[src/rtl/core/apr_pkg.sv]
package apr_pkg;

  localparam int unsigned ByteW = 8;
  localparam int unsigned KindW = 2;
  localparam int unsigned RegIdxW = 2;
  localparam logic [ByteW-1:0] CrcPoly = 8'h8C;

  // configuration register indexes
  localparam logic [RegIdxW-1:0] REG_DEST_ADDR = 2'd0;
  localparam logic [RegIdxW-1:0] REG_SRC_ADDR = 2'd1;
  localparam logic [RegIdxW-1:0] REG_ID_FIRST = 2'd2;

  // result event codes
  localparam logic [KindW-1:0] EV_PAYLOAD = 2'd0;
  localparam logic [KindW-1:0] EV_CRC_GOOD = 2'd1;
  localparam logic [KindW-1:0] EV_CRC_ERR = 2'd2;

  typedef enum logic [2:0] {
    PH_HUNT_DEST = 3'd0,
    PH_SRC = 3'd1,
    PH_HDR1 = 3'd2,
    PH_HDR2 = 3'd3,
    PH_LEN = 3'd4,
    PH_DATA = 3'd5,
    PH_CRC = 3'd6
  } phase_t;

  typedef struct packed {
    logic             valid;
    logic [KindW-1:0] kind;
    logic [ByteW-1:0] id;
    logic [ByteW-1:0] num;
    logic [ByteW-1:0] len;
    logic [ByteW-1:0] data;
    logic [ByteW-1:0] index;
  } result_t;

  // reflected crc-8, one byte folded in bit by bit
  function automatic logic [ByteW-1:0] crc8_feed(input logic [ByteW-1:0] crc,
                                                 input logic [ByteW-1:0] b);
    logic [ByteW-1:0] c;
    c = crc ^ b;
    for (int k = 0; k < ByteW; k++) begin
      if (c[0]) begin
        c = (c >> 1) ^ CrcPoly;
      end else begin
        c = c >> 1;
      end
    end
    return c;
  endfunction

endpackage

[src/rtl/core/apr_deframer.sv]
module apr_deframer
  import apr_pkg::*;
(
  input  logic               clk,
  input  logic               rst,
  input  logic               wr_en,
  input  logic [RegIdxW-1:0] wr_index,
  input  logic [ByteW-1:0]   wr_data,
  input  logic               take,
  input  logic [ByteW-1:0]   rx_byte,
  output result_t            result
);

  logic [ByteW-1:0] dest_addr;
  logic [ByteW-1:0] src_addr;
  logic             id_first;

  phase_t           phase, phase_next;
  logic [ByteW-1:0] hdr1, hdr1_next;
  logic [ByteW-1:0] hdr2, hdr2_next;
  logic [ByteW-1:0] length_held, length_held_next;
  logic [ByteW-1:0] bytes_seen, bytes_seen_next;
  logic [ByteW-1:0] crc, crc_next;
  logic [ByteW-1:0] crc_fed;
  logic [ByteW-1:0] seen_inc;

  always_ff @(posedge clk) begin
    if (rst) begin
      dest_addr <= '0;
      src_addr <= '0;
      id_first <= 1'b0;
    end else if (wr_en) begin
      unique case (wr_index)
        REG_DEST_ADDR: dest_addr <= wr_data;
        REG_SRC_ADDR:  src_addr <= wr_data;
        REG_ID_FIRST:  id_first <= wr_data[0];
        default: ;
      endcase
    end
  end

  assign crc_fed = crc8_feed(crc, rx_byte);
  assign seen_inc = bytes_seen + 8'd1;

  // next state
  always_comb begin
    phase_next = phase;
    hdr1_next = hdr1;
    hdr2_next = hdr2;
    length_held_next = length_held;
    bytes_seen_next = bytes_seen;
    crc_next = crc;
    unique case (phase)
      PH_SRC: begin
        if (rx_byte == src_addr) begin
          crc_next = '0;
          phase_next = PH_HDR1;
        end else begin
          phase_next = PH_HUNT_DEST;
        end
      end
      PH_HDR1: begin
        hdr1_next = rx_byte;
        crc_next = crc_fed;
        phase_next = PH_HDR2;
      end
      PH_HDR2: begin
        hdr2_next = rx_byte;
        crc_next = crc_fed;
        phase_next = PH_LEN;
      end
      PH_LEN: begin
        length_held_next = rx_byte;
        bytes_seen_next = '0;
        crc_next = crc_fed;
        phase_next = (rx_byte == '0) ? PH_CRC : PH_DATA;
      end
      PH_DATA: begin
        crc_next = crc_fed;
        bytes_seen_next = seen_inc;
        if (seen_inc >= length_held) phase_next = PH_CRC;
      end
      PH_CRC: phase_next = PH_HUNT_DEST;
      default: phase_next = (rx_byte == dest_addr) ? PH_SRC : PH_HUNT_DEST;
    endcase
  end

  // result for the byte on the input
  always_comb begin
    result.valid = 1'b0;
    result.kind = EV_PAYLOAD;
    result.id = id_first ? hdr1 : hdr2;
    result.num = id_first ? hdr2 : hdr1;
    result.len = length_held;
    result.data = rx_byte;
    result.index = '0;
    unique case (phase)
      PH_DATA: begin
        result.valid = take;
        result.index = bytes_seen;
      end
      PH_CRC: begin
        result.valid = take;
        result.kind = (rx_byte == crc) ? EV_CRC_GOOD : EV_CRC_ERR;
      end
      default: ;
    endcase
  end

  always_ff @(posedge clk) begin
    if (rst) begin
      phase <= PH_HUNT_DEST;
      hdr1 <= '0;
      hdr2 <= '0;
      length_held <= '0;
      bytes_seen <= '0;
      crc <= '0;
    end else if (take) begin
      phase <= phase_next;
      hdr1 <= hdr1_next;
      hdr2 <= hdr2_next;
      length_held <= length_held_next;
      bytes_seen <= bytes_seen_next;
      crc <= crc_next;
    end
  end

endmodule

[src/rtl/core/apr_out_stage.sv]
module apr_out_stage
  import apr_pkg::*;
(
  input  logic             clk,
  input  logic             rst,
  input  result_t          result,
  output logic             room,
  output logic             out_valid,
  input  logic             out_ready,
  output logic [KindW-1:0] event_kind,
  output logic [ByteW-1:0] packet_id,
  output logic [ByteW-1:0] packet_number,
  output logic [ByteW-1:0] payload_length,
  output logic [ByteW-1:0] payload_byte,
  output logic [ByteW-1:0] payload_index
);

  // a held result leaving this cycle frees the register for the next one
  assign room = !out_valid || out_ready;

  always_ff @(posedge clk) begin
    if (rst) begin
      out_valid <= 1'b0;
    end else if (result.valid) begin
      out_valid <= 1'b1;
    end else if (out_ready) begin
      out_valid <= 1'b0;
    end
  end

  always_ff @(posedge clk) begin
    if (result.valid) begin
      event_kind <= result.kind;
      packet_id <= result.id;
      packet_number <= result.num;
      payload_length <= result.len;
      payload_byte <= result.data;
      payload_index <= result.index;
    end
  end

endmodule

[src/rtl/core/addressed_packet_receiver_crc8_unit.sv]
// channel  direction  handshake             payload
// in       input      in_valid / in_ready   rx_byte
// out      output     out_valid / out_ready event_kind, packet_id, packet_number,
//                                           payload_length, payload_byte, payload_index
// cfg      input      wr_en (no wait)       wr_index, wr_data
//
// one byte per cycle while in_ready is high; a payload or crc byte shows on the output in the cycle after its transfer
// the crc check and the framing step sit between the state and the output register
// in_ready drops only while a result is held and out_ready is low
// rst is synchronous: hunting for the destination byte, framing and config registers at zero
module addressed_packet_receiver_crc8_unit
  import apr_pkg::*;
(
  input  logic               clk,
  input  logic               rst,
  input  logic               wr_en,
  input  logic [RegIdxW-1:0] wr_index,
  input  logic [ByteW-1:0]   wr_data,
  input  logic               in_valid,
  output logic               in_ready,
  input  logic [ByteW-1:0]   rx_byte,
  output logic               out_valid,
  input  logic               out_ready,
  output logic [KindW-1:0]   event_kind,
  output logic [ByteW-1:0]   packet_id,
  output logic [ByteW-1:0]   packet_number,
  output logic [ByteW-1:0]   payload_length,
  output logic [ByteW-1:0]   payload_byte,
  output logic [ByteW-1:0]   payload_index
);

  result_t result;
  logic    take;

  assign take = in_valid && in_ready;

  apr_deframer u_deframer (
    .clk      (clk),
    .rst      (rst),
    .wr_en    (wr_en),
    .wr_index (wr_index),
    .wr_data  (wr_data),
    .take     (take),
    .rx_byte  (rx_byte),
    .result   (result)
  );

  apr_out_stage u_out (
    .clk            (clk),
    .rst            (rst),
    .result         (result),
    .room           (in_ready),
    .out_valid      (out_valid),
    .out_ready      (out_ready),
    .event_kind     (event_kind),
    .packet_id      (packet_id),
    .packet_number  (packet_number),
    .payload_length (payload_length),
    .payload_byte   (payload_byte),
    .payload_index  (payload_index)
  );

endmodule

[config.mk]
export PLATFORM = sky130hd
export DESIGN_NAME = addressed_packet_receiver_crc8_unit
export DESIGN_NICKNAME = d
export VERILOG_FILES = /design/src/rtl/core/apr_pkg.sv /design/src/rtl/core/apr_deframer.sv /design/src/rtl/core/apr_out_stage.sv /design/src/rtl/core/addressed_packet_receiver_crc8_unit.sv
export SDC_FILE = /design/constraint.sdc
export NUM_CORES = 1
export LEC_CHECK = 0
export BUFFER_PORTS_ARGS = -buffer_cell sky130_fd_sc_hd__buf_2
export CAP_MARGIN = 20
export CORE_MARGIN = 8
export CORE_UTILIZATION = 55
export CTS_CLUSTER_DIAMETER = 30
export CTS_CLUSTER_SIZE = 30
export DETAILED_ROUTE_END_ITERATION = 10
export PLACE_DENSITY = 0.84
export SYNTH_ARGS = -nofsm -noshare
export SYNTH_HDL_FRONTEND = slang
export SYNTH_SLANG_ARGS = --single-unit
export TNS_END_PERCENT = 100
[constraint.sdc]
create_clock -name clk -period 6 [get_ports clk]
set_clock_uncertainty 0.2 [all_clocks]
set_input_delay 0.3 -clock clk [delete_from_list [all_inputs] [get_ports clk]]
set_output_delay 0.3 -clock clk [all_outputs]
set_load 0.02 [all_outputs]
==> metrics, run 1 <==
final slew viol count 0; Post-Syn Area 4770 µm²; # diodes 0; Synth Net Count 442; Area Overhead vs Synth 12.7%; Critical Path Max Stage Delay 0.43 ns; area post-placement 5080 µm²; clk sinks 103; CP required 6.07 ns; IO Pins 67; Avg Inst Size Synth 11.6 µm²; Longest Clk Path Bufs 2; WL final 9490 µm; first-pass GRT wire length 15,400 µm; PortBufs 66; vias in the first global route 3,101; CP arrival 3.09 ns; Skew-Pair Late Insertion Delay 0.37 ns; Tmin final 3.02 ns; YS warnings 0; Die ar. 11,900 µm²; Core Area 8550 µm²; worst path cell trace ha_1 -> nand3_1 -> nor2_1 -> xor2_1 -> ha_1 -> a21o_1 -> a2111oi_2 -> o31ai_1 -> o211a_1 -> a211oi_2; most frequent CP cell ha_1; site row count 34; # Max-Cap Violations 0; top cells by count, synth dfxtp_1 (61), nor2_1 (48), edfxtp_1 (42); Min-Delay Path Class input pin to register; GRT Total Usage 16.4%; area leader, netlist edfxtp_1; Fillers 646; count leader, synth dfxtp_1; TritonCTS clock tree yes; layout cell share with drive strength beyond 1 24.9%; Post-DRT Antenna Nets 0; Seq/Total Area, Yosys 52.0%; area fraction of the dominant cell type after synthesis 26.4%; DR vias 3,134; Initial Util 55.8%; initial DRC count 177; clk root buf clkbuf_8; outcome finished, final reports clean; number of enable flip-flop cells after synthesis 42; endpoints failing setup 0; Crit-path slowest cell dfxtp_1; Final Hold Fails 0; worst-path maximum fanout 6; DRC viols 0; Detail Placement HPWL 6650 µm; Yosys cell types 54; Final Cell Area 5380 µm²; worst-margin pin slew 1.04 ns; Die X 109 µm; total power 0.00131 W; iteration count of the initial detailed-routing pass 4; Tcrit/Tclk final 50.3%; antenna violations before repair 0; most used flip-flop cell after synthesis dfxtp_1; setup TNS 0 ns; synthesized instance count 410; Setup CP Type register to register; H-tree depth 3; Worst Setup Start Kind register; Avg WL per Cell 16.3 µm; peak supply drop 0.000162 V; Congestion Overflow GR 0; nets@finish 500; Post-synth ARST share 0%; top post-synthesis cells by area edfxtp_1 (26%), dfxtp_1 (26%), mux2i_1 (6.9%); largest net degree at the start of global routing 56; CP endpoint kind register; pwr/cell area 243 nW/µm²; fmax 331 MHz; clk slew on worst S/H paths 0.11 ns; routability congestion estimate from global placement 0.827; cts bufs inserted 9; RSZ-0062 raised after global routing false; synthesis-stage register bit count 103; die height 109 µm; cell leakage power 2.24 nW; Slew headroom 30.7%; DR vias/cell 5.39
==> where the power goes <==
part	internal (W)	switching (W)	total [W]
registers	0.000735	0.0000118	0.000746
logic	0.0000637	0.0000711	0.000135
clock network	0.000164	0.000261	0.000425
total	0.000962	0.000344	0.00131
==> routing by layer <==
metal	up-vias	global-route usage [%]	wire (µm)
met1	1493	21.1	4190
li1	1550	-	-
met5	-	0	0
met3	12	3.49	614
met4	0	6.35	106
met2	79	26.4	4580
==> metrics by stage <==
step           util [%]  hold slack (ns)  cells  worst slack (ns)
2_1_floorplan         -            0.199    410              2.79
3_3_place_gp       59.4            0.248    557              3.18
3_5_place_dp       59.4            0.257    557              3.03
4_1_cts            62.6          0.00569    580              2.96
5_1_grt            62.9          0.00455    581              2.75
6_report           62.9           0.0258    581              2.98
==> logic make-up (layout without fill, tap and decap cells) <==
family	Yosys count	count (layout)	share of synthesized area, %
AOI/OAI and AO/OA	48	48	7.13
DFF	103	103	52.0
and+or+nand+nor	123	123	13.0
adders and majority gates	9	9	2.36
muxes	49	49	10.7
buffers and inverters	35	98	4.14
xor gates and xnor gates	43	43	10.6
==> final timing paths <==
check             slack (ns)                                   from  depth (start not counted)                                  end
hold / removal          0.03                             wr_data[6]                          3  u_deframer.src_addr[6]$_SDFFE_PP0P_
setup reg to reg        2.98  u_deframer.bytes_seen[0]$_SDFFE_PP0P_                         10     u_deframer.phase[0]$_SDFFE_PP0P_
setup / recovery        2.98  u_deframer.bytes_seen[0]$_SDFFE_PP0P_                         10     u_deframer.phase[0]$_SDFFE_PP0P_
hold reg to reg         0.28        u_deframer.hdr1[1]$_SDFFE_PP0P_                          2      u_deframer.hdr1[1]$_SDFFE_PP0P_
==> cell usage in the layout (no fill, tap or decap), types with 9 or more instances in the layout <==
cell       n
ha_1       9
dfxtp_1   61
buf_2     66
xnor2_1   15
xor2_1    18
edfxtp_1  42
nand2_1   16
a21oi_1   17
mux2_2    16
and2_1     9
nand3_1   12
nor2_1    47
mux2i_1   33
clkbuf_8   9
==> area by class of cell <==
class                           instances  area, µm²  share of cell area [%]
Sequential cell                       103       2480                    46.2
Inverter                                7       26.3                   0.489
Clock inverter                          7       73.8                    1.37
Timing Repair Buffer                   75        435                    8.10
Clock buffer                            9        124                    2.30
Multi-Input combinational cell        272       2100                    39.1
Tap cell                              108        135                    2.51
==> critical path, delay by kind of cell (launching register included) <==
family | cells | cell delay, ns
AO/OA/AOI/OAI | 5 | 1.15
flip-flops | 1 | 0.43
XOR/XNOR | 1 | 0.22
adder cells (fa/ha/maj) | 2 | 0.57
AND/OR/NAND/NOR | 2 | 0.35
==> what timing repair did <==
action | 4_1_cts | 5_1_grt
hold endpoints to repair | 11 | 0
setup buffers | 0 | 0
hold buffers | 7 | 0
resized for setup | 0 | 0
Power figures use the tool's default switching activity.
==> inputs of run 2 (changes only) <==
ABC_AREA = 1   (was unset)
CORE_UTILIZATION = 52   (was 55)
PLACE_DENSITY = 0.83   (was 0.84)
clock period = 2.65 ns   (was 6 ns; I/O delays follow)
==> metrics, run 2 <==
endpoints failing setup 0; most used flip-flop cell after synthesis dfxtp_1; worst-path maximum fanout 5; clk root buf clkbuf_8; Core Area 9020 µm²; # Max-Cap Violations 0; Seq/Total Area, Yosys 52.5%; synthesized instance count 547; worst hold slack 0.181 ns; IO Pins 67; CP required 2.71 ns; Synth Net Count 579; outcome finished, final reports clean; post-route setup slack 0.107 ns; hold wc startpoint in_valid; Avg Inst Size Synth 8.65 µm²; DR vias 4,041; GRT Total Usage 17.1%; Worst Setup Start Kind register; site row count 35; largest net degree at the start of global routing 45; Skew-Pair Late Insertion Delay 0.37 ns; CP arrival 2.61 ns; pre-CTS setup slack -0.0218 ns; CP bufs+invs 2; Yosys cell types 34; Critical Path Max Stage Delay 0.36 ns; H-tree depth 3; cts bufs inserted 9; Area Overhead vs Synth 20.0%; WL final 11,000 µm; total power 0.00305 W; die height 111 µm; Die X 111 µm; Slew headroom 62.5%; reg2reg start u_deframer.bytes_seen[0]$_SDFFE_PP0P_; DRC viols 0; pwr/cell area 538 nW/µm²; worst path cell trace buf_4 -> ha_4 -> nand3_4 -> nor3_4 -> xor2_2 -> ha_1 -> nand2_4 -> o21a_1 -> nand3_1 -> o21ai_1 -> buf_4 -> nand2_1 -> nand2_1 -> nor2_1; routability congestion estimate from global placement 0.908; Post-Syn Area 4730 µm²; fmax 393 MHz; Final Hold Fails 0; Crit-path slowest cell dfxtp_2; area fraction of the dominant cell type after synthesis 26.7%; Post-DRT Antenna Nets 0; nets@finish 675; cell family with most CP delay simple AND/OR/NAND/NOR gates; Congestion Overflow GR 0; Longest Clk Path Bufs 2; clk slew on worst S/H paths 0.10 ns; Initial Util 52.4%; antenna violations before repair 0; Post-synth ARST share 0%; iteration count of the initial detailed-routing pass 5; Avg WL per Cell 14.5 µm; final slew viol count 0; YS warnings 0; PortBufs 66; Inst Count DP 716; worst setup path start u_deframer.bytes_seen[0]$_SDFFE_PP0P_; Detail Placement HPWL 7550 µm; top post-synthesis cells by area edfxtp_1 (27%), dfxtp_1 (26%), nand2_1 (8.2%); Tcrit/Tclk final 96.0%; Min-Delay Path Class input pin to register; worst-margin pin slew 0.562 ns; CP endpoint kind register; # diodes 0; count leader, synth nand2_1; peak supply drop 0.000324 V; TritonCTS clock tree yes; first-pass GRT wire length 17,800 µm; clk sinks 103; DR vias/cell 5.32; number of enable flip-flop cells after synthesis 42; layout cell share with drive strength beyond 1 22.1%; synthesis-stage register bit count 103; Tmin final 2.54 ns; most frequent cells in the layout nand2_1 (102), buf_2 (66), o21ai_0 (60); cell leakage power 2.35 nW; vias in the first global route 3,928; initial DRC count 217; commonest non-fill, non-tap cell in the layout nand2_1; Setup CP Type register to register; area leader, netlist edfxtp_1; Die ar. 12,400 µm²; fin cells 759; top cells by count, synth nand2_1 (103), o21ai_0 (63), dfxtp_1 (61)
-- run 2: kinds of logic after synthesis --
family	count (synthesis)	synth area share, %
xor gates and xnor gates	27	5.48
adders and majority gates	9	2.38
AOI/OAI and AO/OA	113	12.2
DFF	103	52.5
buffers and inverters	75	6.51
and+or+nand+nor	220	21.0
-- run 2: where the power goes --
part / switching, W / internal [W]
registers: 0.0000389 / 0.00170
logic: 0.000283 / 0.000173
clock network: 0.000515 / 0.000346
total: 0.000837 / 0.00221
-- run 2: worst register-to-register path, stage by stage (launching register included) --
cell and delay [ns]:
dfxtp_2 0.36, buf_4 0.14, ha_4 0.15, nand3_4 0.10
nor3_4 0.25, xor2_2 0.22, ha_1 0.30, nand2_4 0.09
o21a_1 0.12, nand3_1 0.07, o21ai_1 0.12, buf_4 0.15
nand2_1 0.05, nand2_1 0.06, nor2_1 0.04
-- run 2: layout make-up --
class / count / area (µm²)
Timing Repair Buffer: 98 / 623
Sequential cell: 103 / 2490
Inverter: 62 / 233
Clock inverter: 3 / 21.3
Clock buffer: 13 / 139
Multi-Input combinational cell: 369 / 2030
Tap cell: 111 / 139
Fill cell: 730 / 3350
-- run 2: worst paths after layout --
check                                                         end  depth (start not counted)  slack, ns
worst max-delay path             u_deframer.phase[1]$_SDFFE_PP0P_                         14       0.11
worst min-delay path             u_deframer.phase[2]$_SDFFE_PP0P_                          5       0.18
worst max register to register   u_deframer.phase[1]$_SDFFE_PP0P_                         14       0.11
worst min register to register  u_out.payload_length[1]$_DFFE_PP_                          0       0.28
-- run 2: stage by stage --
step           setup TNS, ns  utilization, %  area, µm²
3_3_place_gp               0            57.3       5170
3_5_place_dp         -0.0218            57.3       5170
2_1_floorplan              0               -       4740
4_1_cts                    0            61.6       5550
6_report                   0            62.9       5670
5_1_grt               -0.173            62.9       5670
-- run 2: repair_timing --
action,CTS,global route
gates resized for setup,2,22
buffers inserted,1,5
endpoints found under the setup margin,3,3
endpoints found under the hold margin,54,0
pin swaps,2,13
hold buffers,21,0
-- run 2: per-layer routing --
metal	up-vias	global-route usage (%)	share of wire (%)
li1	1980	-	-
met1	1894	19.2	40
met2	136	29.4	50
met3	31	4.52	6.8
met4	0	7.91	3.0
met5	-	0	0
==> inputs of run 3 (changes only) <==
PLACE_DENSITY = unset   (was 0.83)
PLACE_DENSITY_LB_ADDON = 0.1   (was unset)
==> metrics, run 3 (synthesized netlist as in run 2, its figures left out) <==
DRC viols 0; Sw Share 25.7%; DR vias/cell 5.10; Detail Placement HPWL 7330 µm; DR vias 3,874; vias in the first global route 3,732; CP endpoint kind register; fin cells 760; antenna violations before repair 0; largest net degree at the start of global routing 44; RSZ-0062 raised after global routing false; most frequent CP cell nand2_1; hold wc startpoint in_valid; nets@finish 676; Core Area 9020 µm²; # Max-Cap Violations 0; Psw 0.000869 W; P_int 0.00251 W; IO Pins 67; H-tree depth 3; worst-path maximum fanout 5; Skew-Pair Late Insertion Delay 0.36 ns; worst setup path start u_deframer.bytes_seen[0]$_SDFFE_PP0P_; clk slew on worst S/H paths 0.10 ns; Area Overhead vs Synth 21.9%; cts bufs inserted 9; PortBufs 66; Inst Count DP 717; cell family with most CP delay simple AND/OR/NAND/NOR gates; Die X 111 µm; Avg WL per Cell 14.0 µm; Slew headroom 63.3%; R2R Setup Slk 0.17 ns; worst path cell trace inv_4 -> nor3_4 -> nand4_1 -> nor2_1 -> nand2_1 -> and2_4 -> ha_4 -> nand2_1 -> nor2_2 -> nand4_1 -> nand3_2 -> o21ai_1 -> buf_4 -> nand2_1 -> nand2_1 -> nor2_1; site row count 35; Congestion Overflow GR 0; Tmin final 2.48 ns; fmax 403 MHz; iteration count of the initial detailed-routing pass 4; Longest Clk Path Bufs 2; peak supply drop 0.000345 V; # diodes 0; Tcrit/Tclk final 93.7%; total power 0.00338 W; reg2reg start u_deframer.bytes_seen[0]$_SDFFE_PP0P_; CP required 2.75 ns; Final Hold Fails 0; Setup CP Type register to register; initial DRC count 201; logic gate share of total power 13.2%; commonest non-fill, non-tap cell in the layout nand2_1; clk root buf clkbuf_8; first-pass GRT wire length 17,500 µm; area post-placement 5180 µm²; routability congestion estimate from global placement 0.887; Post-DRT Antenna Nets 0; CP arrival 2.59 ns; worst hold slack 0.180 ns; clk sinks 103; GRT Total Usage 17.1%; Min-Delay Path Class input pin to register; pwr/cell area 586 nW/µm²; Sequential Power Share 51.4%; CP bufs+invs 2; Critical Path Max Stage Delay 0.39 ns; Final Cell Area 5760 µm²; power share of the clock group 35.4%; Worst Setup Start Kind register; worst-margin pin slew 0.550 ns; most frequent cells in the layout nand2_1 (103), buf_2 (66), o21ai_0 (60); WL final 10,600 µm; cell leakage power 2.41 nW; Initial Util 52.4%; die height 111 µm; outcome finished, final reports clean; TritonCTS clock tree yes; setup TNS 0 ns; Die ar. 12,400 µm²; final slew viol count 0; layout cell share with drive strength beyond 1 22.3%; Crit-path slowest cell dfxtp_4; endpoints failing setup 0
## run 3: per-stage QoR
step	setup WS (ns)	utilization, %
finish	0.166	63.9
global route	0.00198	63.9
CTS	0.00874	62.7
detailed placement	-0.0734	57.4
global placement	0.0907	57.4
floorplan	0.138	-
## run 3: final timing paths
kind / cells past startpoint / endpoint
setup / recovery: 16 / u_deframer.phase[0]$_SDFFE_PP0P_
hold / removal: 5 / u_deframer.phase[2]$_SDFFE_PP0P_
setup reg to reg: 16 / u_deframer.phase[0]$_SDFFE_PP0P_
hold reg to reg: 0 / u_out.payload_length[1]$_DFFE_PP_
## run 3: routing by layer
| metal | track usage [%] | routed length [µm] |
|---|---|---|
| met2 | 28.5 | 5250 |
| met3 | 3.87 | 544 |
| met4 | 7.73 | 188 |
| met1 | 20.6 | 4640 |
| met5 | 0 | 0 |
## run 3: repair_timing
action                     in CTS  in global routing
hold buffers                   22                  0
buffers inserted                1                  4
setup endpoints to repair       3                  3
pin swaps                       2                  8
gates resized for setup         2                 20
hold endpoints to repair       57                  0
cloned                          0                  0
## run 3: power by group through the flow
| stage | combinational (W) | clock, W | sequential (W) |
|---|---|---|---|
| after floorplan | 0.000304 | 0 | 0.00177 |
| after global placement | 0.000408 | 0 | 0.00177 |
| after detailed placement | 0.000416 | 0 | 0.00177 |
| after CTS | 0.000443 | 0.00122 | 0.00174 |
| after global routing | 0.000501 | 0.00127 | 0.00174 |
| final | 0.000447 | 0.00119 | 0.00173 |
## run 3: final cells by class
type / instances / area, µm²
Sequential cell: 103 / 2490
Clock buffer: 9 / 124
Inverter: 62 / 235
Clock inverter: 7 / 126
Timing Repair Buffer: 99 / 633
Tap cell: 111 / 139
Fill cell: 786 / 3260
Multi-Input combinational cell: 369 / 2020
## run 3: worst min-delay path: stages
cell and delay (ns):
buf_2 0.09, nand2_2 0.20, a21oi_1 0.19, o21ai_1 0.07
inv_1 0.04
